<file path="src/hw/rtl/isotonic_regression_pava_top_macros.svh">
// assertion macros for the isotonic regression block
`ifndef ISOTONIC_REGRESSION_PAVA_TOP_MACROS_SVH
`define ISOTONIC_REGRESSION_PAVA_TOP_MACROS_SVH

// same-cycle implication
`define IRP_ASSERT_IMP(lbl, ante, cons, msg) \
  lbl: assert property (@(posedge clk_i) disable iff (!rst_ni) (ante) |-> (cons)) \
    else $error(msg);

// next-cycle implication
`define IRP_ASSERT_NXT(lbl, ante, cons, msg) \
  lbl: assert property (@(posedge clk_i) disable iff (!rst_ni) (ante) |=> (cons)) \
    else $error(msg);

`endif

</file>
<file path="src/hw/rtl/irp_pkg.sv">
// shared types and constants for the isotonic regression block
package irp_pkg;

  localparam int COUNT_BITS = 16;
  localparam int FRAC_BITS  = 16;
  localparam int FIT_W      = FRAC_BITS + 1;
  localparam int IDX_W      = 10;
  localparam int DIV_CNT_W  = $clog2(FRAC_BITS);

  typedef enum logic [3:0] {
    ST_IDLE,
    ST_P1_CHK,
    ST_P1_PUSH,
    ST_P1_MUL,
    ST_P1_CMP,
    ST_P1_STK,
    ST_FL_T2,
    ST_FL_T1,
    ST_FL_END,
    ST_P2_RDA,
    ST_P2_RDB,
    ST_P2_INIT,
    ST_P2_DIV,
    ST_P2_WR,
    ST_DONE
  } state_e;

  typedef struct packed {
    logic load;
    logic read;
    logic fit_init;
    logic rd_cum;
    logic push;
    logic mul;
    logic pop;
    logic t2_load;
    logic next_pt;
    logic fl_t2;
    logic fl_t1;
    logic fl_end;
    logic rd_a;
    logic rd_b;
    logic div_init;
    logic div_step;
    logic wr_fit;
    logic k_inc;
    logic set_done;
  } cmd_t;

  typedef struct packed {
    logic i_end;
    logic top_zero;
    logic top_ge1;
    logic top_ge2;
    logic top_ge3;
    logic greater;
    logic div_last;
    logic wr_last;
    logic k_last;
  } sts_t;

endpackage

</file>
<file path="src/hw/rtl/irp_ctrl.sv">
// controller state machine for loads, reads, the pooling pass and the fit pass
module irp_ctrl (
  input  logic          clk_i,
  input  logic          rst_ni,
  input  logic          start_i,
  input  logic          action_i,
  input  logic          last_i,
  input  irp_pkg::sts_t sts_i,
  output irp_pkg::cmd_t cmd_o,
  output logic          busy_o
);

  irp_pkg::state_e state_q, state_d;
  logic            acc;

  assign acc    = start_i && (state_q == irp_pkg::ST_IDLE);
  assign busy_o = (state_q != irp_pkg::ST_IDLE);

  always_ff @(posedge clk_i or negedge rst_ni) begin
    if (!rst_ni) begin
      state_q <= irp_pkg::ST_IDLE;
    end else begin
      state_q <= state_d;
    end
  end

  always_comb begin
    state_d = state_q;
    unique case (state_q)
      irp_pkg::ST_IDLE: begin
        if (acc && !action_i && last_i) state_d = irp_pkg::ST_P1_CHK;
      end
      irp_pkg::ST_P1_CHK: begin
        state_d = sts_i.i_end ? irp_pkg::ST_FL_T2 : irp_pkg::ST_P1_PUSH;
      end
      irp_pkg::ST_P1_PUSH: begin
        state_d = sts_i.top_ge1 ? irp_pkg::ST_P1_MUL : irp_pkg::ST_P1_CHK;
      end
      irp_pkg::ST_P1_MUL: state_d = irp_pkg::ST_P1_CMP;
      irp_pkg::ST_P1_CMP: begin
        if (sts_i.greater && sts_i.top_ge3) state_d = irp_pkg::ST_P1_STK;
        else state_d = irp_pkg::ST_P1_CHK;
      end
      irp_pkg::ST_P1_STK: state_d = irp_pkg::ST_P1_MUL;
      irp_pkg::ST_FL_T2:  state_d = irp_pkg::ST_FL_T1;
      irp_pkg::ST_FL_T1:  state_d = irp_pkg::ST_FL_END;
      irp_pkg::ST_FL_END: begin
        state_d = sts_i.top_zero ? irp_pkg::ST_DONE : irp_pkg::ST_P2_RDA;
      end
      irp_pkg::ST_P2_RDA:  state_d = irp_pkg::ST_P2_RDB;
      irp_pkg::ST_P2_RDB:  state_d = irp_pkg::ST_P2_INIT;
      irp_pkg::ST_P2_INIT: state_d = irp_pkg::ST_P2_DIV;
      irp_pkg::ST_P2_DIV: begin
        if (sts_i.div_last) state_d = irp_pkg::ST_P2_WR;
      end
      irp_pkg::ST_P2_WR: begin
        if (sts_i.wr_last) begin
          state_d = sts_i.k_last ? irp_pkg::ST_DONE : irp_pkg::ST_P2_RDA;
        end
      end
      irp_pkg::ST_DONE: state_d = irp_pkg::ST_IDLE;
      default:          state_d = irp_pkg::ST_IDLE;
    endcase
  end

  always_comb begin
    cmd_o = '0;
    unique case (state_q)
      irp_pkg::ST_IDLE: begin
        cmd_o.load     = acc && !action_i;
        cmd_o.read     = acc && action_i;
        cmd_o.fit_init = acc && !action_i && last_i;
      end
      irp_pkg::ST_P1_CHK: cmd_o.rd_cum = !sts_i.i_end;
      irp_pkg::ST_P1_PUSH: begin
        cmd_o.push    = 1'b1;
        cmd_o.next_pt = !sts_i.top_ge1;
      end
      irp_pkg::ST_P1_MUL: cmd_o.mul = 1'b1;
      irp_pkg::ST_P1_CMP: begin
        cmd_o.pop     = sts_i.greater;
        cmd_o.next_pt = !(sts_i.greater && sts_i.top_ge3);
      end
      irp_pkg::ST_P1_STK:  cmd_o.t2_load  = 1'b1;
      irp_pkg::ST_FL_T2:   cmd_o.fl_t2    = 1'b1;
      irp_pkg::ST_FL_T1:   cmd_o.fl_t1    = 1'b1;
      irp_pkg::ST_FL_END:  cmd_o.fl_end   = 1'b1;
      irp_pkg::ST_P2_RDA:  cmd_o.rd_a     = 1'b1;
      irp_pkg::ST_P2_RDB:  cmd_o.rd_b     = 1'b1;
      irp_pkg::ST_P2_INIT: cmd_o.div_init = 1'b1;
      irp_pkg::ST_P2_DIV:  cmd_o.div_step = 1'b1;
      irp_pkg::ST_P2_WR: begin
        cmd_o.wr_fit = 1'b1;
        cmd_o.k_inc  = sts_i.wr_last;
      end
      irp_pkg::ST_DONE: cmd_o.set_done = 1'b1;
      default: cmd_o = '0;
    endcase
  end

endmodule

</file>
<file path="config.mk">
export PLATFORM = sky130hd
export DESIGN_NAME = irp_ctrl
export DESIGN_NICKNAME = d
export VERILOG_FILES = /design/src/hw/rtl/isotonic_regression_pava_top_macros.svh /design/src/hw/rtl/irp_pkg.sv /design/src/hw/rtl/irp_ctrl.sv
export SDC_FILE = /design/constraint.sdc
export NUM_CORES = 1
export LEC_CHECK = 0
export ABC_AREA = 1
export BUFFER_PORTS_ARGS = -buffer_cell sky130_fd_sc_hd__buf_2
export CAP_MARGIN = 5
export CORE_UTILIZATION = 33
export DETAILED_ROUTE_END_ITERATION = 6
export PLACE_DENSITY_LB_ADDON = 0.25
export SYNTH_ARGS = -nofsm -noshare
export SYNTH_HDL_FRONTEND = slang
export SYNTH_SLANG_ARGS = --single-unit
</file>
<file path="constraint.sdc">
create_clock -name clk_i -period 3.1 [get_ports clk_i]
set_input_delay 0.155 -clock clk_i [delete_from_list [all_inputs] [get_ports clk_i]]
set_output_delay 0.155 -clock clk_i [all_outputs]
set_load 0.01 [all_outputs]
</file>
Word level (Yosys, flattened, before mapping)
Index checks and enable logic that the tools add are counted.
{"block": "word_totals", "output_inout_bits": 20, "input_bits": 14, "wordCells": 55, "register_bits": 4}
{"block": "classes", "reduce_logical": 12, "mux": 25, "eq_ne": 17}
{"operator": "$pmux W4 S14", "n": 1}
{"operator": "$eq A4 B4 Y1 const B", "n": 7}
{"operator": "$eq A4 B3 Y1 const B", "n": 4}
{"operator": "$mux W3", "n": 5}
{"operator": "$mux W1", "n": 13}
{"operator": "$mux W4", "n": 3}
{"operator": "$eq A4 B2 Y1 const B", "n": 2}
{"operator": "$logic_and A1 B1 Y1", "n": 5}
{"operator": "$eq A4 B1 Y1 const B", "n": 1}
{"operator": "$logic_not A1 Y1", "n": 4}
{"operator": "$logic_not A4 Y1", "n": 1}
{"operator": "$mux W2", "n": 2}
{"operator": "$ne A2 B2 Y1 const B", "n": 2}
{"operator": "$reduce_bool A4 Y1", "n": 1}
{"operator": "$reduce_and A3 Y1", "n": 1}
{"operator": "$ne A2 B1 Y1 const B", "n": 1}
{"operator": "$pmux W1 S2", "n": 1}

Longest topological paths before layout
Gate-level depths: netlist (run 1).
{"block": "logic_depth", "depth_word": 6, "mapped_depth": 9, "depth_no_buf": 9}

Worst setup path after synthesis (run 1)
OpenSTA, ideal clock, no wires.
{"block": "synth_timing", "path_kind": "flip-flop to output port", "start": "register state_q[0]", "end": "output cmd_o[16] (netlist name)", "n_path_buf": 0, "required_ps": 2945, "stages_incl_launch_ff": 5, "slack_ps": 1761, "t_arrival_ps": 1184, "path_cell_list": "dfrtp_1 nor2_4 nand2_1 nor3_2 and2_1"}
{"item": "start, declared", "line": "irp_ctrl.sv:13", "rtl": "irp_pkg::state_e state_q, state_d;"}
{"item": "start signal, assigned", "line": "irp_ctrl.sv:21", "rtl": "state_q <= irp_pkg::ST_IDLE;"}
{"item": "start signal, assigned", "line": "irp_ctrl.sv:23", "rtl": "state_q <= state_d;"}
{"item": "end, declared", "line": "irp_ctrl.sv:9", "rtl": "output irp_pkg::cmd_t cmd_o,"}

==> results.toml, run 1 <==
[place]
gp_congestion = 0.821
dpl_cell_area_um2 = 714
place_hpwl_um = 1190
portBuffers = 32

[worst_setup_path]
r2r_end = "state_q[0]$_DFFE_PN0P_"
cp_cell_sequence = "nor2_4 > nand2_1 > nor3_2 > and2_1 > buf_2"
required_ns = 2.94
rrSetupSlack_ns = 1.80
path_class = "reg2out"
endpoint = "cmd_o[16]"
path_max_fanout = 5
cp-start-kind = "flop"
reg2reg_depth = 6
critPathSlowestCell = "dfrtp_1"
arrival_ns = 1.43
cp-startpoint = "state_q[0]$_DFFE_PN0P_"
max_stage_delay_ns = 0.46
cp-end-kind = "output port"
r2r_start = "state_q[0]$_DFFE_PN0P_"

[route]
drc = 0
initialDrtViolationCount = 17
ant_nets = 0
wl_met3_um = 112
met2_length_um = 699
vias = 686
routed_wl_um = 1440
highest_layer = "met3"
wl_met1_um = 624
first_pass_iters = 4
wl_per_cell_um = 9.70
via_per_inst = 4.64

[synth]
ys_seq_elements = 4
syn_nets = 110
synth_cell_type_count = 18
ys_seq_area_frac = 0.187
synthTopCellsByArea = "nand2_1 (19%), dfrtp_1 (19%), inv_1 (11%), nor2_1 (11%), nand2_2 (7.0%)"
avgSynthCellArea_um2 = 5.57
syn_area_um2 = 534
yosys.area.top_type_share = 0.190
yosys.area.top_type = "nand2_1"
synth_warnings = 0
synthCells = 96

[clocking]
cts.repair.resized = 0
clkTransAtPathRegs_ns = 0.03
cts_max_level = 1
cts_max_path_buffers = 2
post_cts_buffers = 0
worstSkewPairLatency_ns = 0.24
hold_buffers = 1
cts-buffers-inserted = 3
clockRootBuffer = "clkbuf_4"
cts_tree = "done"
clock-sinks = 4

[layout]
fillers = 168
nets = 148
reg_top3 = "state_q x4"
antenna_cells = 0
top_register = "state_q"
drive_gt1_frac = 0.432
largest_register_ffs = 4
syn2layout_area_growth_pct = 39.8
finalInstanceArea_um2 = 747

[timing]
timing.final.max_slew_violations = 0
max_freq_mhz = 632
finalCriticalPeriod_ns = 1.58
finalCritPeriodShare = 0.510
setup_viol = 0
finalHoldViolations = 0
holdWs_ns = 0.212
finalClockSkew_ns = 0.00294
setup_tns_ns = 0
worst_pin_slew_ns = 0.313
rsz0062_at_grt = "false"
relSlewSlack = 0.792

[floorplan]
start_util = 0.355
die_width_um = 42.2
die_area_mm2 = 0.00178
ios = 34
core_area_mm2 = 0.00151
die_height_um = 42.2
row_count = 14

[run_status]
status = "completed"

[pwr]
p_per_area_mw_per_mm2 = 808
ir_worst_vdd_uv = 484
power_uw = 603
cellLeakagePower_uw = 0.000512

[grt]
grt_use_total = 0.159
grt_pass1_wl_um = 2160
antenna_found_initial = 0
overflow = 0
grt_max_degree = 8
grt_pass1_vias = 547

[job]
cap_violations = 0

[worst_hold_path]
min_path_type = "in2reg"
==> cells in the mapped netlist <==
library cell	count
nand3_1	4
o21ai_0	2
and2_1	1
inv_2	6
o21ai_2	1
o22ai_1	1
nor3_2	1
nor2_4	2
nand2_1	27
o31ai_1	1
nand2_4	2
nand2_2	6
nor2_1	15
dfrtp_1	4
nor2_2	4
nor3_1	3
a31oi_1	1
inv_1	15
==> stage by stage <==
step	util	setup WS [ns]	cells
after floorplan	-	1.76	96
after global placement	0.474	1.77	144
after detailed placement	0.474	1.75	144
after CTS	0.496	1.50	148
after global routing	0.496	1.44	148
final	0.496	1.52	148
==> report_power, final <==
| group | switching [uW] | internal, uW | total (uW) |
|---|---|---|---|
| clock network | 20.9 | 43.3 | 64.2 |
| logic | 262 | 144 | 406 |
| registers | 56.2 | 77.1 | 133 |
==> worst max-delay path: cells and delay by family (launching register included) <==
family | cells | cell delay (ns)
buf+inv | 1 | 0.12
flops | 1 | 0.46
simple gates | 4 | 0.61
==> logic make-up after synthesis <==
| kind of cell | after synthesis | synth area share |
|---|---|---|
| buffers and inverters | 21 | 0.148 |
| AND/OR/NAND/NOR | 65 | 0.592 |
| AO/OA/AOI/OAI | 6 | 0.0726 |
| flip-flops | 4 | 0.187 |
==> area by class of cell <==
| cell class | instances | area, um2 | area share |
|---|---|---|---|
| multi-input combinational | 71 | 355 | 0.476 |
| clock buffer | 3 | 22.5 | 0.0302 |
| sequential | 4 | 100 | 0.134 |
| tap | 16 | 20.0 | 0.0268 |
| inverter | 21 | 78.8 | 0.106 |
| timing repair buffer | 33 | 170 | 0.228 |
==> worst min-delay path by stage <==
stage,start,endpoint,slack [ns],cells after the start
6_report,sts_i[2],state_q[2]$_DFFE_PN0P_,0.21,4
5_1_grt,sts_i[2],state_q[2]$_DFFE_PN0P_,0.21,4
4_1_cts,sts_i[2],state_q[2]$_DFFE_PN0P_,0.21,4
2_1_floorplan,rst_ni,state_q[0]$_DFFE_PN0P_,-0.14,0
3_5_place_dp,rst_ni,state_q[0]$_DFFE_PN0P_,-0.04,1
3_3_place_gp,rst_ni,state_q[2]$_DFFE_PN0P_,-0.04,1
==> layer usage <==
layer,track usage,vias to the layer above
met1,0.189,298
li1,-,359
met5,0,-
met2,0.274,29
met4,0.0563,0
met3,0.0388,0
==> placed cells by master (no fill, tap or decap) <==
cell type	synthesis	routed
a31oi_1	1	1
and2_1	1	1
buf_2	0	32
clkbuf_4	0	3
dfrtp_1	4	4
dlygate4sd3_1	0	1
inv_1	15	15
inv_2	6	6
nand2_1	27	27
nand2_2	6	6
nand2_4	2	2
nand3_1	4	4
nor2_1	15	15
nor2_2	4	4
nor2_4	2	2
nor3_1	3	3
nor3_2	1	1
o21ai_0	2	2
o21ai_2	1	1
o22ai_1	1	1
o31ai_1	1	1
Power figures use the tool's default switching activity.
==> inputs of run 2 (changes only) <==
--- a/config.mk
+++ b/config.mk
@@ -5,7 +5,7 @@
 export SDC_FILE = /design/constraint.sdc
 export NUM_CORES = 1
 export LEC_CHECK = 0
-export ABC_AREA = 1
+export ABC_AREA = 0
 export BUFFER_PORTS_ARGS = -buffer_cell sky130_fd_sc_hd__buf_2
 export CAP_MARGIN = 5
 export CORE_UTILIZATION = 33
==> constraint.sdc (replaced) <==
create_clock -name clk_i -period 1.45 [get_ports clk_i]
set_input_delay 0.0725 -clock clk_i [delete_from_list [all_inputs] [get_ports clk_i]]
set_output_delay 0.0725 -clock clk_i [all_outputs]
set_load 0.01 [all_outputs]
==> run 2 against run 1 <==
The flow now finishes with violations (setup timing). Worst hold slack lost 0.046 ns. Sequential power rose by 110%. Power grew to 3.1 times the previous value. Combinational power grew to 3.6 times the previous value. Cell count is 8.1% lower. Via count increased by 1.3%. Final area up 19%. First-iteration DRC count decreased by 35%. Setup slack lost 1.7 ns. Largest power group unchanged.
==> results.toml, run 2 <==
[pwr]
cellLeakagePower_uw = 0.000468
ir_worst_vdd_uv = 1130
power_uw = 1880
p_per_area_mw_per_mm2 = 2110

[worst_setup_path]
path_class = "reg2reg"
arrival_ns = 1.74
path_max_fanout = 4
r2r_start = "state_q[1]$_DFFE_PN0P_"
cp-start-kind = "flop"
cp-end-kind = "flop"
cp-startpoint = "state_q[1]$_DFFE_PN0P_"
reg2reg_depth = 5
r2r_end = "state_q[2]$_DFFE_PN0P_"
required_ns = 1.61
endpoint = "state_q[2]$_DFFE_PN0P_"
rrSetupSlack_ns = -0.14

[layout]
reg_top3 = "state_q x4"
nets = 137
mostFrequentLayoutCell = "buf_2"
top_register = "state_q"
layout_common_cells = "buf_2 (32), buf_4 (17), nor2_1 (13)"
finalInstanceArea_um2 = 890
drive_gt1_frac = 0.595
syn2layout_area_growth_pct = 86.1
seq_area_um2 = 104
multiInputGateArea_um2 = 398
fillers = 117
largest_register_ffs = 4
antenna_cells = 0

[synth]
avgSynthCellArea_um2 = 6.93
syn_area_um2 = 478
yosys.area.top_type = "dfrtp_1"
synth_warnings = 0
ys_seq_elements = 4
synthTopCellsByArea = "dfrtp_1 (21%), nor2_1 (12%), nand2_1 (8.6%), nor3_1 (6.3%), nor4_4 (4.5%)"
synth_commonest_cells = "nor2_1 (15), nand2_1 (11), nor3_1 (6)"
synth_edf_count = 0
synthArstFlopShare = 1.00
yosysMostFrequentCell = "nor2_1"
synth_cell_type_count = 30
syn_nets = 83
synth_top_flop_cell = "dfrtp_1"
yosys.area.top_type_share = 0.209
ys_seq_area_frac = 0.209
synthCells = 69

[route]
via_per_inst = 5.11
initialDrtViolationCount = 11
ant_nets = 0
first_pass_iters = 4
wl_per_cell_um = 12.2
drc = 0
vias = 695
routed_wl_um = 1660

[timing]
relSlewSlack = 0.676
finalCritPeriodShare = 1.09
setup_viol = 6
max_freq_mhz = 630
timing.final.max_slew_violations = 0
fin_ws_ns = -0.138
worst_pin_slew_ns = 0.479
finalClockSkew_ns = 0.00240
finalCriticalPeriod_ns = 1.59
rsz0062_at_grt = "true"
finalHoldViolations = 0

[clocking]
clkTransAtPathRegs_ns = 0.04
cts-buffers-inserted = 3
cts_max_level = 1
cts_tree = "done"
worstSkewPairLatency_ns = 0.23
cts_max_path_buffers = 2
clock-sinks = 4
clockRootBuffer = "clkbuf_4"

[place]
portBuffers = 32
dpl_cell_area_um2 = 714
gp_congestion = 0.854
place_hpwl_um = 1160

[floorplan]
start_util = 0.363
die_height_um = 40.1
ios = 34
core_area_mm2 = 0.00132
die_width_um = 40.1
row_count = 13
die_area_mm2 = 0.00160

[job]
cap_violations = 0

[grt]
grt_pass1_vias = 533
grt_pass1_wl_um = 2290
grt_use_total = 0.211
grt_max_degree = 10
antenna_found_initial = 0
overflow = 0

[worst_hold_path]
min_path_type = "in2async"

[run_status]
status = "finished, violations left"
violations = "setup timing"
-- run 2: per-layer routing --
layer | GRT usage | wire length [um] | up-vias
met5 | 0 | 0 | -
met4 | 0.0776 | 0 | 0
met3 | 0 | 63 | 0
met2 | 0.355 | 862 | 17
met1 | 0.289 | 734 | 325
li1 | - | - | 353
-- run 2: final cells by class --
| class | instances | share of cell area |
|---|---|---|
| Sequential cell | 4 | 0.117 |
| Inverter | 4 | 0.0169 |
| Clock buffer | 3 | 0.0253 |
| Timing Repair Buffer | 53 | 0.373 |
| Multi-Input combinational cell | 57 | 0.447 |
| Tap cell | 15 | 0.0211 |
-- run 2: worst max-delay path, cell delays in order (launching register included) --
cell and delay, ns:
dfrtp_2 0.44, buf_4 0.17, nor4bb_1 0.47, a311oi_1 0.10, a31oi_1 0.18, a311o_1 0.15
-- run 2: power breakdown --
| group | leakage (uW) | internal [uW] | switching [uW] |
|---|---|---|---|
| combinational | 0.000409 | 729 | 732 |
| clock | 0.0000138 | 92.4 | 42.8 |
| sequential | 0.0000456 | 179 | 105 |
-- run 2: worst min-delay path by stage --
stage | start | end | slack, ns
after floorplan | rst_ni | state_q[0]$_DFFE_PN0P_ | -0.22
after global placement | rst_ni | state_q[1]$_DFFE_PN0P_ | -0.12
after detailed placement | rst_ni | state_q[1]$_DFFE_PN0P_ | -0.12
after CTS | rst_ni | state_q[3]$_DFFE_PN0P_ | 0.16
after global routing | sts_i[2] | state_q[0]$_DFFE_PN0P_ | 0.18
final | rst_ni | state_q[3]$_DFFE_PN0P_ | 0.17
-- run 2: repair_timing --
action / CTS / global route
hold endpoints to repair: 4 / 0
endpoints found under the setup margin: 15 / 15
buffers inserted: 6 / 4
gates resized for setup: 6 / 13
pin swaps: 5 / 2
hold buffers: 1 / 0
-- run 2: logic make-up (layout without fill, tap and decap cells) --
| logic type | count (synthesis) | after routing | synth area share |
|---|---|---|---|
| compound gates | 12 | 12 | 0.220 |
| buf+inv | 8 | 60 | 0.0838 |
| flops | 4 | 4 | 0.209 |
| simple gates | 45 | 45 | 0.487 |
-- run 2: per-stage QoR --
step	worst slack [ns]	hold WS [ns]	util	cells	TNS (ns)
after floorplan	0.133	-0.223	-	69	0
after global placement	0.0111	-0.123	0.542	123	0
after detailed placement	-0.0116	-0.121	0.542	123	-0.0116
after CTS	-0.0256	0.155	0.614	133	-0.0815
after global routing	-0.207	0.178	0.675	136	-0.821
final	-0.138	0.166	0.675	136	-0.260
==> inputs of run 3 (changes only) <==
==> constraint.sdc (replaced) <==
create_clock -name clk_i -period 1.62 [get_ports clk_i]
set_input_delay 0.081 -clock clk_i [delete_from_list [all_inputs] [get_ports clk_i]]
set_output_delay 0.081 -clock clk_i [all_outputs]
set_load 0.01 [all_outputs]
==> run 3 against run 2 <==
Clock-buffer cell count stayed put. Critical endpoint is now cmd_o[17]. Critical path depth is 1 lower. Largest power group unchanged. Power is 30% lower. Setup slack better by 0.24 ns. The run now ends clean. Die area stayed put.
==> results.toml, run 3 (same netlist as run 2, synthesis figures left out) <==
[timing]
finalCritPeriodShare = 0.939
relSlewSlack = 0.696
worst_pin_slew_ns = 0.450
rsz0062_at_grt = "false"
finalCriticalPeriod_ns = 1.52
holdWs_ns = 0.161
finalClockSkew_ns = 0.00303
max_freq_mhz = 657
setup_viol = 0
timing.final.max_slew_violations = 0
setup_tns_ns = 0
finalHoldViolations = 0

[floorplan]
start_util = 0.363
die_area_mm2 = 0.00160
core_area_mm2 = 0.00132
die_height_um = 40.1
ios = 34
row_count = 13
die_width_um = 40.1

[worst_hold_path]
holdPathEnd = "state_q[0]$_DFFE_PN0P_"
min-delay-start = "sts_i[2]"
min_path_type = "in2reg"
holdPathStages = 3

[worst_setup_path]
path_class = "reg2out"
max_stage_delay_ns = 0.43
reg2reg_depth = 6
required_ns = 1.54
r2r_start = "state_q[3]$_DFFE_PN0P_"
cp-start-kind = "flop"
cp-end-kind = "output port"
critPathSlowestCell = "dfrtp_2"
cp_cell_sequence = "buf_6 > nor4_4 > and3_1 > buf_2"
rrSetupSlack_ns = 0.12
arrival_ns = 1.44
path_max_fanout = 6
r2r_end = "state_q[0]$_DFFE_PN0P_"
cp-startpoint = "state_q[3]$_DFFE_PN0P_"

[pwr]
ir_worst_vdd_uv = 926
power_uw = 1310
cellLeakagePower_uw = 0.000393
p_per_area_mw_per_mm2 = 1770

[place]
gp_congestion = 0.854
portBuffers = 32
place_hpwl_um = 1070
placedCellCount = 118

[route]
via_per_inst = 5.08
drc = 0
initialDrtViolationCount = 26
ant_nets = 0
vias = 635
wl_per_cell_um = 11.5
routed_wl_um = 1430
first_pass_iters = 4

[layout]
top_register = "state_q"
largest_register_ffs = 4
syn2layout_area_growth_pct = 55.5
multiInputGateArea_um2 = 343
stdcell_count = 125
fin_util = 0.564
antenna_cells = 0
drive_gt1_frac = 0.464
reg_top3 = "state_q x4"
fillers = 131
mostFrequentLayoutCell = "buf_2"
layout_common_cells = "buf_2 (32), nor2_1 (15), nand2_1 (11)"
seq_area_um2 = 103
nets = 126

[grt]
grt_pass1_vias = 481
grt_use_total = 0.180
overflow = 0
grt_max_degree = 12
antenna_found_initial = 0
grt_pass1_wl_um = 1900

[clocking]
clkTransAtPathRegs_ns = 0.04
clock-sinks = 4
cts_max_level = 1
clockRootBuffer = "clkbuf_4"
cts_max_path_buffers = 2
cts_tree = "done"
cts-buffers-inserted = 3
worstSkewPairLatency_ns = 0.23

[job]
cap_violations = 0

[run_status]
status = "completed"
==> run 3: cell types whose count changed in the layout (fill, tap and decap cells not counted), moves of 2 or more <==
cell      previous run  this run
buf_6                3         1
nor2_1              13        15
nand2b_1             1         3
buf_4               17         8
nand2_1              9        11
nand2b_4             2         0
==> run 3: routing by layer <==
metal  global-route usage  wire, um
met1                0.249       631
met2                0.250       761
met3               0.0333        40
met4                0.121         0
met5                    0         0
==> run 3: final cells by class <==
class | instances | share of cell area
Multi-Input combinational cell | 57 | 0.461
Clock buffer | 3 | 0.0303
Timing Repair Buffer | 42 | 0.325
Tap cell | 15 | 0.0253
Inverter | 4 | 0.0202
Sequential cell | 4 | 0.138
==> run 3: per-stage QoR <==
step                cell area [um2]  setup WS, ns
finish                          743        0.0982
global route                    743      0.000419
CTS                             709        0.0368
detailed placement              677         0.125
global placement                677         0.162
floorplan                       478         0.303
==> run 3: how the worst max path moves through the flow <==
stage / endpoint / slack, ns / depth (start not counted)
after floorplan: state_q[0]$_DFFE_PN0P_ / 0.30 / 4
after global placement: state_q[0]$_DFFE_PN0P_ / 0.16 / 4
after detailed placement: state_q[0]$_DFFE_PN0P_ / 0.13 / 4
after CTS: cmd_o[10] / 0.04 / 6
after global routing: cmd_o[1] / 0.0004 / 5
final: cmd_o[17] / 0.1 / 4
==> run 3: worst max-delay path: cells and delay by family, from the launching register on <==
family,cells,cell delay (ns)
buffers and inverters,2,0.25
AND/OR/NAND/NOR,2,0.52
flip-flops,1,0.43
==> run 3: what timing repair did <==
action	4_1_cts	5_1_grt
hold endpoints to repair	4	0
setup endpoints to repair	0	2
resized for setup	0	4
hold buffers	1	0
setup buffers	0	3
==> run 3: report_power, final <==
part           internal (uW)  switching (uW)  total [uW]
logic                    437             501         938
clock network           82.6            37.4         120
registers                157            99.7         256
